### src/sha_pkg.sv
// SHA-256 stream hasher package: round constants, initial hash values,
// controller state type and controller/datapath command and status structs.
// No dependencies.
package sha_pkg;

   typedef enum logic [2:0] {
      ST_COLLECT,
      ST_ROUNDS,
      ST_FINISH,
      ST_PAD_LEN,
      ST_OUTPUT
   } state_type;

   // what the compression was started for
   typedef enum logic [1:0] {
      GOAL_DATA,
      GOAL_PAD_EXTRA,
      GOAL_FINAL
   } goal_type;

   typedef struct packed {
      logic put_byte;       // store req byte at current position, count it
      logic put_pad;        // store 0x80 at current position (block already zero beyond)
      logic put_len;        // write bit length into words 14 and 15
      logic start_comp;     // load work regs from chain, round 0
      logic round;          // run one round
      logic fold;           // chain += work, clear block
      logic restart;        // return to initial state after digest
   } cmd_type;

   typedef struct packed {
      logic       block_full;   // byte position wraps to zero after this byte
      logic       last_round;   // round counter at 63
      logic [5:0] pos;          // next byte position
   } status_type;

   localparam logic [7:0] PAD_BYTE = 8'h80;

   localparam logic [31:0] INIT_H [8] = '{
      32'h6a09e667, 32'hbb67ae85, 32'h3c6ef372, 32'ha54ff53a,
      32'h510e527f, 32'h9b05688c, 32'h1f83d9ab, 32'h5be0cd19
   };

   localparam logic [31:0] ROUND_K [64] = '{
      32'h428a2f98, 32'h71374491, 32'hb5c0fbcf, 32'he9b5dba5,
      32'h3956c25b, 32'h59f111f1, 32'h923f82a4, 32'hab1c5ed5,
      32'hd807aa98, 32'h12835b01, 32'h243185be, 32'h550c7dc3,
      32'h72be5d74, 32'h80deb1fe, 32'h9bdc06a7, 32'hc19bf174,
      32'he49b69c1, 32'hefbe4786, 32'h0fc19dc6, 32'h240ca1cc,
      32'h2de92c6f, 32'h4a7484aa, 32'h5cb0a9dc, 32'h76f988da,
      32'h983e5152, 32'ha831c66d, 32'hb00327c8, 32'hbf597fc7,
      32'hc6e00bf3, 32'hd5a79147, 32'h06ca6351, 32'h14292967,
      32'h27b70a85, 32'h2e1b2138, 32'h4d2c6dfc, 32'h53380d13,
      32'h650a7354, 32'h766a0abb, 32'h81c2c92e, 32'h92722c85,
      32'ha2bfe8a1, 32'ha81a664b, 32'hc24b8b70, 32'hc76c51a3,
      32'hd192e819, 32'hd6990624, 32'hf40e3585, 32'h106aa070,
      32'h19a4c116, 32'h1e376c08, 32'h2748774c, 32'h34b0bcb5,
      32'h391c0cb3, 32'h4ed8aa4a, 32'h5b9cca4f, 32'h682e6ff3,
      32'h748f82ee, 32'h78a5636f, 32'h84c87814, 32'h8cc70208,
      32'h90befffa, 32'ha4506ceb, 32'hbef9a3f7, 32'hc67178f2
   };

   function automatic logic [31:0] rotr(input logic [31:0] x, input int unsigned n);
      rotr = (x >> n) | (x << (32 - n));
   endfunction

endpackage

### src/sha256_stream_hasher_top.sv
// SHA-256 stream hasher, top level.
// Input channel req_*: one word per message byte (req_has_byte), req_last ends
// the message; an empty last word hashes what was collected so far.
// Result channel rsp_*: one 256-bit digest as four big-endian 64-bit words,
// given once per message after the last word.
// A byte word is taken while req_stall is low. The 64th byte of a block starts a
// compression (one round per cycle) during which req_stall is high, so no
// further bytes are taken until it ends.
// After the last word: a padding step, a compression, and if the block had 56
// or more bytes a length step and another compression; then rsp_valid rises.
// A last word that fills a block adds its own compression before the padding.
// The digest holds while rsp_stall is high; intake resumes when it is taken,
// and the chaining state returns to the standard initial values.
// Reset (synchronous, high) clears counters, block buffer and work registers
// and loads the initial chain values; the block is ready in the next cycle.
// Depends on sha_pkg, sha_control, sha_datapath.
module sha256_stream_hasher_top import sha_pkg::*; (
   input  logic        clock,
   input  logic        reset,
   input  logic        req_valid,
   output logic        req_stall,
   input  logic [7:0]  req_data_byte,
   input  logic        req_has_byte,
   input  logic        req_last,
   output logic        rsp_valid,
   input  logic        rsp_stall,
   output logic [63:0] rsp_digest_0,
   output logic [63:0] rsp_digest_1,
   output logic [63:0] rsp_digest_2,
   output logic [63:0] rsp_digest_3
);

   cmd_type      cmd;
   status_type   status;
   logic [255:0] digest;

   sha_control u_ctrl (
      .clock, .reset, .req_valid, .req_has_byte, .req_last,
      .req_stall, .rsp_valid, .rsp_stall, .status, .cmd
   );

   sha_datapath u_dp (
      .clock, .reset, .cmd, .data_byte(req_data_byte), .status, .digest
   );

   assign rsp_digest_0 = digest[255:192];
   assign rsp_digest_1 = digest[191:128];
   assign rsp_digest_2 = digest[127:64];
   assign rsp_digest_3 = digest[63:0];

   a_no_overlap: assert property (@(posedge clock) disable iff (reset)
      !(rsp_valid && !req_stall)) else $error("accept while digest pending");

   a_digest_holds: assert property (@(posedge clock) disable iff (reset)
      rsp_valid && rsp_stall |=> rsp_valid && $stable(rsp_digest_0)
      && $stable(rsp_digest_3)) else $error("digest changed under stall");

   a_full_block_stalls: assert property (@(posedge clock) disable iff (reset)
      req_valid && !req_stall && req_has_byte && status.block_full |=> req_stall)
      else $error("full block did not start compression");

endmodule

### src/sha_datapath.sv
// SHA-256 datapath: block buffer, rolling message schedule, round registers,
// chaining words and bit counter. Depends on sha_pkg.
module sha_datapath import sha_pkg::*; (
   input  logic         clock,
   input  logic         reset,
   input  cmd_type      cmd,
   input  logic [7:0]   data_byte,
   output status_type   status,
   output logic [255:0] digest
);

   logic [31:0] blk_ff [16];
   logic [31:0] blk_in [16];
   logic [31:0] wrk_ff [8];
   logic [31:0] wrk_in [8];
   logic [31:0] chn_ff [8];
   logic [31:0] chn_in [8];
   logic [5:0]  pos_ff, pos_in;
   logic [63:0] bits_ff, bits_in;
   logic [5:0]  rnd_ff, rnd_in;

   logic [31:0] w15, w2, sg0, sg1, wnew, wv;
   logic [31:0] big0, big1, ch, maj, t1, t2;
   logic [7:0]  put_val;
   logic [3:0]  put_word;
   logic [1:0]  put_lane;

   // schedule kept as a 16-word shift window: blk[i] is W[t+i], wnew is W[t+16]
   assign w15  = blk_ff[1];
   assign w2   = blk_ff[14];
   assign sg0  = rotr(w15, 7) ^ rotr(w15, 18) ^ (w15 >> 3);
   assign sg1  = rotr(w2, 17) ^ rotr(w2, 19) ^ (w2 >> 10);
   assign wnew = blk_ff[0] + sg0 + blk_ff[9] + sg1;
   assign wv   = blk_ff[0];

   assign big1 = rotr(wrk_ff[4], 6) ^ rotr(wrk_ff[4], 11) ^ rotr(wrk_ff[4], 25);
   assign ch   = (wrk_ff[4] & wrk_ff[5]) ^ (~wrk_ff[4] & wrk_ff[6]);
   assign t1   = wrk_ff[7] + big1 + ch + ROUND_K[rnd_ff] + wv;
   assign big0 = rotr(wrk_ff[0], 2) ^ rotr(wrk_ff[0], 13) ^ rotr(wrk_ff[0], 22);
   assign maj  = (wrk_ff[0] & wrk_ff[1]) ^ (wrk_ff[0] & wrk_ff[2]) ^ (wrk_ff[1] & wrk_ff[2]);
   assign t2   = big0 + maj;

   assign put_val  = cmd.put_pad ? PAD_BYTE : data_byte;
   assign put_word = pos_ff[5:2];
   assign put_lane = pos_ff[1:0];

   always_comb begin
      blk_in  = blk_ff;
      wrk_in  = wrk_ff;
      chn_in  = chn_ff;
      pos_in  = pos_ff;
      bits_in = bits_ff;
      rnd_in  = rnd_ff;
      if (cmd.put_byte || cmd.put_pad) begin
         case (put_lane)
            2'd0:    blk_in[put_word][31:24] = put_val;
            2'd1:    blk_in[put_word][23:16] = put_val;
            2'd2:    blk_in[put_word][15:8]  = put_val;
            default: blk_in[put_word][7:0]   = put_val;
         endcase
      end
      if (cmd.put_byte) begin
         pos_in  = pos_ff + 6'd1;
         bits_in = bits_ff + 64'd8;
      end
      if (cmd.put_len) begin
         blk_in[14] = bits_ff[63:32];
         blk_in[15] = bits_ff[31:0];
      end
      if (cmd.start_comp) begin
         wrk_in = chn_ff;
         rnd_in = '0;
      end
      if (cmd.round) begin
         for (int i = 0; i < 15; i++) blk_in[i] = blk_ff[i + 1];
         blk_in[15] = wnew;
         for (int i = 7; i > 0; i--) wrk_in[i] = wrk_ff[i - 1];
         wrk_in[4] = wrk_ff[3] + t1;
         wrk_in[0] = t1 + t2;
         rnd_in = rnd_ff + 6'd1;
      end
      // fold comes with the last round, so it adds that round's result
      if (cmd.fold) begin
         for (int i = 0; i < 8; i++) chn_in[i] = chn_ff[i] + wrk_in[i];
         for (int i = 0; i < 16; i++) blk_in[i] = '0;
      end
      if (cmd.restart) begin
         chn_in  = INIT_H;
         pos_in  = '0;
         bits_in = '0;
      end
   end

   always_ff @(posedge clock) begin
      if (reset) begin
         chn_ff  <= INIT_H;
         pos_ff  <= '0;
         bits_ff <= '0;
         rnd_ff  <= '0;
         for (int i = 0; i < 16; i++) blk_ff[i] <= '0;
         for (int i = 0; i < 8; i++) wrk_ff[i] <= '0;
      end else begin
         chn_ff  <= chn_in;
         pos_ff  <= pos_in;
         bits_ff <= bits_in;
         rnd_ff  <= rnd_in;
         blk_ff  <= blk_in;
         wrk_ff  <= wrk_in;
      end
   end

   assign status.block_full = cmd.put_byte && (pos_ff == 6'd63);
   assign status.last_round = (rnd_ff == 6'd63);
   assign status.pos        = pos_ff;
   assign digest = {chn_ff[0], chn_ff[1], chn_ff[2], chn_ff[3],
                    chn_ff[4], chn_ff[5], chn_ff[6], chn_ff[7]};

endmodule

### src/sha_control.sv
// SHA-256 controller: sequences byte intake, compressions, padding and
// digest hand-off. Depends on sha_pkg.
module sha_control import sha_pkg::*; (
   input  logic       clock,
   input  logic       reset,
   input  logic       req_valid,
   input  logic       req_has_byte,
   input  logic       req_last,
   output logic       req_stall,
   output logic       rsp_valid,
   input  logic       rsp_stall,
   input  status_type status,
   output cmd_type    cmd
);

   state_type state_ff, state_in;
   goal_type  goal_ff, goal_in;
   logic      last_ff, last_in;   // message end pending behind a data compression
   logic      acc;

   assign acc = (state_ff == ST_COLLECT) && req_valid;

   always_comb begin
      state_in = state_ff;
      goal_in  = goal_ff;
      last_in  = last_ff;
      case (state_ff)
         ST_COLLECT: begin
            if (req_valid) begin
               if (req_has_byte && status.pos == 6'd63) begin
                  state_in = ST_ROUNDS;
                  goal_in  = GOAL_DATA;
                  last_in  = req_last;
               end else if (req_last) begin
                  state_in = ST_FINISH;
               end
            end
         end
         ST_ROUNDS: begin
            if (status.last_round) begin
               case (goal_ff)
                  GOAL_DATA:      state_in = last_ff ? ST_FINISH : ST_COLLECT;
                  GOAL_PAD_EXTRA: state_in = ST_PAD_LEN;
                  default:        state_in = ST_OUTPUT;
               endcase
            end
         end
         ST_FINISH: begin
            state_in = ST_ROUNDS;
            last_in  = 1'b0;
            goal_in  = (status.pos >= 6'd56) ? GOAL_PAD_EXTRA : GOAL_FINAL;
         end
         ST_PAD_LEN: begin
            state_in = ST_ROUNDS;
            goal_in  = GOAL_FINAL;
         end
         ST_OUTPUT: begin
            if (!rsp_stall) state_in = ST_COLLECT;
         end
         default: state_in = ST_COLLECT;
      endcase
   end

   always_comb begin
      cmd        = '0;
      req_stall  = (state_ff != ST_COLLECT);
      rsp_valid  = (state_ff == ST_OUTPUT);
      case (state_ff)
         ST_COLLECT: begin
            cmd.put_byte   = acc && req_has_byte;
            cmd.start_comp = acc && req_has_byte && status.pos == 6'd63;
         end
         ST_ROUNDS: begin
            cmd.round = 1'b1;
            cmd.fold  = status.last_round;
         end
         ST_FINISH: begin
            cmd.put_pad    = 1'b1;
            cmd.put_len    = (status.pos < 6'd56);
            cmd.start_comp = 1'b1;
         end
         ST_PAD_LEN: begin
            cmd.put_len    = 1'b1;
            cmd.start_comp = 1'b1;
         end
         ST_OUTPUT: begin
            cmd.restart = !rsp_stall;
         end
         default: ;
      endcase
   end

   always_ff @(posedge clock) begin
      if (reset) begin
         state_ff <= ST_COLLECT;
         goal_ff  <= GOAL_DATA;
         last_ff  <= 1'b0;
      end else begin
         state_ff <= state_in;
         goal_ff  <= goal_in;
         last_ff  <= last_in;
      end
   end

endmodule
### config.mk
export PLATFORM = sky130hd
export DESIGN_NAME = sha256_stream_hasher_top
export DESIGN_NICKNAME = d
export VERILOG_FILES = /design/src/sha_pkg.sv /design/src/sha256_stream_hasher_top.sv /design/src/sha_datapath.sv /design/src/sha_control.sv
export SDC_FILE = /design/constraint.sdc
export NUM_CORES = 2
export LEC_CHECK = 0
export BUFFER_PORTS_ARGS = -buffer_cell sky130_fd_sc_hd__buf_2
export CAP_MARGIN = 25
export CORE_MARGIN = 2
export CORE_UTILIZATION = 45
export DETAILED_ROUTE_END_ITERATION = 16
export HOLD_SLACK_MARGIN = 0.03
export PLACE_DENSITY = 0.64
export SLEW_MARGIN = 20
export SYNTH_ARGS = -nofsm -noshare
export SYNTH_HDL_FRONTEND = slang
export SYNTH_SLANG_ARGS = --single-unit
### constraint.sdc
create_clock -name clock -period 11.62 [get_ports clock]
set_input_delay 0.581 -clock clock [delete_from_list [all_inputs] [get_ports clock]]
set_output_delay 0.581 -clock clock [all_outputs]
set_load 0.01 [all_outputs]
Yosys cells after proc, flatten, opt, wreduce, memory -nomap -nowiden
Memory sizes are Yosys's and may differ from the RTL's.
Cells that the tools add are included.
{"block": "word_totals", "regBits": 1106, "mem_bits_ro": 2048, "out_inout_bits": 258, "word_cells": 174, "mem_count": 1}
{"block": "op_classes", "add_sub_neg": 21, "n_lt_le_gt_ge": 5, "eq_ne": 14, "mux": 44, "n_bitwise": 29, "reduce_logical": 22}
{"name": "(no name shown)", "depth": 64, "width": 32, "read_ports": 1, "rd_ports_with_merged_regs": 0, "write_ports": 0, "line": "sha_datapath.sv:38", "rtl": "assign t1 = wrk_ff[7] + big1 + ch + ROUND_K[rnd_ff] + wv;"}
{"operator": "512-bit bitwise mux", "n": 4}
{"operator": "512-bit case mux with 3 select lines", "n": 1}
{"operator": "512-bit 2-to-1 mux", "n": 2}
{"operator": "32-bit adder", "n": 18}
{"operator": "32-bit demux with 4-bit select", "n": 4}
{"operator": "256-bit 2-to-1 mux", "n": 2}
{"operator": "32-bit XOR", "n": 9}
{"operator": "32-bit AND", "n": 5}
{"operator": "32-bit 2-to-1 mux", "n": 3}
{"operator": "64-bit by 4-bit adder with 64-bit output, second input constant", "n": 1}
{"operator": "64-bit 2-to-1 mux", "n": 1}
{"operator": "32-bit inverter", "n": 1}
{"operator": "10-bit by 32-bit OR with 32-bit output", "n": 1}
{"operator": "13-bit by 32-bit OR with 32-bit output", "n": 1}
{"operator": "14-bit by 32-bit OR with 32-bit output", "n": 1}
{"operator": "15-bit by 32-bit OR with 32-bit output", "n": 1}
{"operator": "19-bit by 32-bit OR with 32-bit output", "n": 1}
{"operator": "21-bit by 32-bit OR with 32-bit output", "n": 1}
{"operator": "25-bit by 32-bit OR with 32-bit output", "n": 1}
{"operator": "26-bit by 32-bit OR with 32-bit output", "n": 1}
{"operator": "30-bit by 32-bit OR with 32-bit output", "n": 1}
{"operator": "7-bit by 32-bit OR with 32-bit output", "n": 1}
{"operator": "32-bit by 22-bit XOR with 32-bit output", "n": 1}
{"operator": "32-bit by 29-bit XOR with 32-bit output", "n": 1}
{"operator": "other kinds (38)", "n": 72}

Logic depth before layout (Yosys ltp)
{"block": "logic_depth", "word_depth": 10, "depth_mapped": 53}

Cells and area by module
A second synthesis with hierarchy kept.
{"block": "hier_totals", "hier_cells": 9757, "area_unflattened_um2": 78163.7}
{"module": "sha_datapath", "n_inst": 1, "cells_per_inst": 9704, "area_each_um2": 77708.3, "seq_area_each_um2": 21961.1}
{"module": "sha_control", "n_inst": 1, "cells_per_inst": 53, "area_each_um2": 455.4, "seq_area_each_um2": 120.1}

Worst setup path before layout
Ideal clock, no wire load.
{"block": "synth_path", "kind": "register to register", "from": "register u_dp.rnd_ff[0]", "to": "register u_dp.chn_ff (netlist bit u_dp.digest[254])", "arrival_time_ps": 9676, "slack_ps": 1865, "stages_incl_launch_ff": 50, "synth_period_minus_slack_ps": 9755, "path_cell_list": "dfxtp_1 -> clkbuf_1 -> inv_1 -> clkbuf_1 -> ha_1 -> inv_1 -> nor2_1 -> o21ai_0 -> a21oi_1 -> a21oi_1 -> a32oi_1 -> fa_1 -> fa_1 -> inv_1 -> fa_1 -> inv_1 -> ha_1 -> a21o_1 -> [14 not listed] -> a21o_1 -> a21oi_1 -> o21ai_0 -> a21oi_1 -> o21bai_1 -> a2111oi_0 -> nor3_1 -> xor2_1 -> nand2_1 -> o21ai_0 -> ha_1 -> a21oi_1 -> nor2b_1 -> o21ai_0 -> o21ai_0 -> o311a_1 -> o41a_1 -> o211ai_1"}
{"element": "start: declaration", "line": "sha_datapath.sv:20", "rtl": "logic [5:0] rnd_ff, rnd_in;"}
{"element": "start signal: assignment", "line": "sha_datapath.sv:106", "rtl": "rnd_ff <= rnd_in;"}
{"element": "end signal: assignment", "line": "sha_datapath.sv:103", "rtl": "chn_ff <= chn_in;"}
{"element": "end: declaration", "line": "sha_datapath.sv:16", "rtl": "logic [31:0] chn_ff [8];"}

==> flow_summary_export.csv <==
group,metric,value,unit
setup_path,critPathMaxStageDelay,0.59,ns
placed_design,dpl.hpwl,235000,um
route,wl_per_cell,27.0,um
setup_path,required,12.37,ns
route,wirelength,329000,um
logic_synthesis,avgSynthCellArea,7.77,um^2
route,vias,78600,
route,ant_nets,0,
power_and_ir_drop,peakVddDrop,0.180,mV
setup_path,worstRegToRegCells,43,
die,row_count,152,
logic_synthesis,syn-cell-area,0.0777,mm^2
route,drc_errors,0,
power_and_ir_drop,p_leak,35.1,nW
placed_design,place.gp.congestion,1.01,
logic_synthesis,synth_flop_cell,"dfxtp_1",
sta,whs,0.224,ns
setup_path,endpoint_kind,"flip-flop",
grt,grt_pass1_wl,482000,um
logic_synthesis,syn-num-nets,10600,
setup_path,r2r-end,"u_dp.digest[255]$_SDFFE_PP0P_",
die,fp.dieW,419,um
sta,setup_viol,0,
grt,antenna_found_initial,6,
setup_path,worstPathArrival,11.56,ns
grt,grt_use_total,36.0,%
power_and_ir_drop,power.density,169,mW/mm^2
cells_and_area,syn2layout_area_growth,9.92,%
logic_synthesis,synth_top_area_share,28.4,%
run,cap_violations,0,
min_path,holdPathEnd,"u_ctrl.state_ff[2]$_SDFFE_PP0P_",
cells_and_area,fillers,16800,
sta,period_share,93.1,%
logic_synthesis,yosysMostFrequentCell,"nand2_1",
sta,rsz0062_at_grt,"no",
setup_path,timing.reg2reg.setup_slack,0.81,ns
setup_path,slowest_stage,"o21ai_0",
sta,slew_headroom,18.0,%
setup_path,critPathKind,"reg2reg",
min_path,min_from,"rsp_stall",
setup_path,crit_fanout,17,
grt,first_global_vias,73000,
power_and_ir_drop,fin_total_pwr,14.5,mW
cells_and_area,final_nets,10400,
logic_synthesis,ys.warnings.count,0,
grt,grt.overflow.total,0,
logic_synthesis,ys_ff_latch,1103,
cells_and_area,seq_area,0.0221,mm^2
die,io_pins,272,
sta,period_needed,10.81,ns
route,viasPerCell,6.45,
min_path,min_delay_path_depth,3,
setup_path,rr_startpoint,"u_dp.rnd_ff[3]$_SDFFE_PP0P_",
die,initial_core_util,45.3,%
route,drt-initial-drc-count,9709,
grt,busiest_layer,"met2",
clocking,clk_path_buf_depth,3,
clocking,numCtsBuffers,136,
cells_and_area,fin_area,0.0854,mm^2
die,die_h,419,um
clocking,cts_tree,"done",
grt,use_met3,6.03,%
clocking,cts-htree-levels,4,
min_path,hold_class,"in2reg",
clocking,cts_sinks,1103,
sta,final_hold_viol_count,0,
grt,grt_use_met1,46.8,%
sta,final.setup.tns,0,ns
grt,global_route.usage.met2,55.8,%
logic_synthesis,synth.distinct_cells,86,
sta,fin_skew,0.0485,ns
grt,grt_max_degree,241,
sta,slew_violations,0,
die,coreArea,0.172,mm^2
cells_and_area,utilization,49.8,%
setup_path,critPathLaunchType,"flip-flop",
logic_synthesis,ys_seq_area_share,28.4,%
status,status,"finished clean",
logic_synthesis,synth_edf_count,0,
logic_synthesis,synth.top_cells.by_area,"dfxtp_1, ha_1, nand2_1",
sta,fmax,0.0925,GHz
placed_design,placed_area,0.0807,mm^2
route,drtPass1Iterations,9,
sta,tightest_slew,1.23,ns
clocking,clk-insertion-delay-late,0.83,ns
logic_synthesis,netlist_instances,9991,
cells_and_area,multi_input_area,0.0514,mm^2
logic_synthesis,yosys-top-cells-count,"nand2_1, nor2_1, dfxtp_1",
cells_and_area,drive_gt1_share,8.03,%
logic_synthesis,synthArstFlopShare,0,%
clocking,clk_pin_slew,0.07,ns
logic_synthesis,synth_top_area_cell,"dfxtp_1",
placed_design,io_buffer_count,271,
clocking,cts_root_buf,"clkbuf_16",
die,dieArea,0.176,mm^2
[per-stage QoR]
stage / setup WS (ns) / instances
after floorplan: 1.87 / 9991
after global placement: 0.407 / 11900
after detailed placement: 0.405 / 11900
after CTS: 0.329 / 12200
after global routing: 0.0322 / 12200
final: 0.806 / 12200
[kinds of logic (layout without fill, tap and decap cells)]
| kind of cell | count (synthesis) | in the layout | synth area share, % |
|---|---|---|---|
| compound gates | 2944 | 2944 | 26.8 |
| xor+xnor | 594 | 594 | 6.72 |
| fa+ha+maj | 598 | 598 | 11.5 |
| buf+inv | 1188 | 1074 | 5.75 |
| flops | 1103 | 1103 | 28.4 |
| mux | 68 | 68 | 1.01 |
| other cells | 0 | 1 | 0 |
| simple gates | 3496 | 3496 | 19.8 |
[placed cells by master (no fill, tap or decap), drive strengths merged, types with 12 or more instances in the layout]
| cell | n |
|---|---|
| a2111oi | 15 |
| a32o | 382 |
| and3 | 62 |
| o21ai | 494 |
| a311oi | 21 |
| clkinv | 29 |
| fa | 195 |
| nand4 | 18 |
| clkbuf | 198 |
| a221oi | 396 |
| a21oi | 570 |
| o31ai | 32 |
| xnor2 | 383 |
| buf | 480 |
| a211oi | 77 |
| nor3 | 465 |
| dfxtp | 1103 |
| nand2b | 52 |
| ha | 399 |
| nor2 | 1118 |
| a22oi | 128 |
| xor2 | 210 |
| nand2 | 1215 |
| a31oi | 276 |
| nand3 | 130 |
| a21boi | 12 |
| a21o | 187 |
| o211ai | 115 |
| mux2i | 55 |
| nor2b | 41 |
| or3 | 59 |
| and2 | 263 |
| o21a | 48 |
| o21bai | 56 |
| or2 | 23 |
| inv | 355 |
[timing repair]
item,in CTS,in global routing
hold buffers,0,0
setup buffers,0,0
endpoints found under the setup margin,0,6
endpoints found under the hold margin,0,0
resized for setup,0,9
[area by class of cell]
cell class	instances	area share, %
inverters	353	1.56
clock inverters	42	0.654
repair buffers	486	3.75
multi-input cells	7700	60.2
flip-flops and latches	1103	25.9
clock buffers	193	4.58
well taps	2310	3.39
diodes	1	0.00293
[critical path, delay by kind of cell, from the launching register on]
kind,cells,cell delay [ns]
buffers and inverters,9,1.44
muxes,2,0.39
and+or+nand+nor,11,2.20
DFF,1,0.35
AOI/OAI and AO/OA,12,3.15
adders and majority gates,7,2.91
xor gates and xnor gates,2,0.28
[worst max path at each step]
| stage | start | end | cells past startpoint |
|---|---|---|---|
| 6_report | u_dp.rnd_ff[3]$_SDFFE_PP0P_ | u_dp.digest[255]$_SDFFE_PP0P_ | 43 |
| 3_5_place_dp | u_dp.rnd_ff[0]$_SDFFE_PP0P_ | u_dp.digest[254]$_SDFFE_PP1P_ | 47 |
| 3_3_place_gp | u_dp.rnd_ff[3]$_SDFFE_PP0P_ | u_dp.digest[255]$_SDFFE_PP0P_ | 47 |
| 5_1_grt | u_dp.rnd_ff[3]$_SDFFE_PP0P_ | u_dp.digest[255]$_SDFFE_PP0P_ | 47 |
| 4_1_cts | u_dp.rnd_ff[0]$_SDFFE_PP0P_ | u_dp.digest[255]$_SDFFE_PP0P_ | 46 |
| 2_1_floorplan | u_dp.rnd_ff[0]$_SDFFE_PP0P_ | u_dp.digest[254]$_SDFFE_PP1P_ | 49 |
[flip-flops by register name, summed over array words and instances (netlist names)]
name	cells
u_ctrl.goal_ff	2
u_ctrl.last_ff	1
u_ctrl.state_ff	3
u_dp.bits_ff	61
u_dp.blk_ff	416
u_dp.digest	256
u_dp.pos_ff	6
u_dp.rnd_ff	6
u_dp.w15	32
u_dp.w2	32
u_dp.wrk_ff	256
u_dp.wv	32
[power breakdown]
part	internal, mW	switching, mW	leakage, nW
registers	3.98	0.316	8.98
logic	2.23	3.58	24.0
clock network	2.51	1.85	2.18
total	8.72	5.75	35.1
[layer usage]
metal / vias to the layer above / part of all wire, %
met5: - / 0.010
met4: 6 / 6.8
met1: 38500 / 41
li1: 35600 / -
met3: 766 / 8.1
met2: 3726 / 44
(Power assumes the default switching activity.)
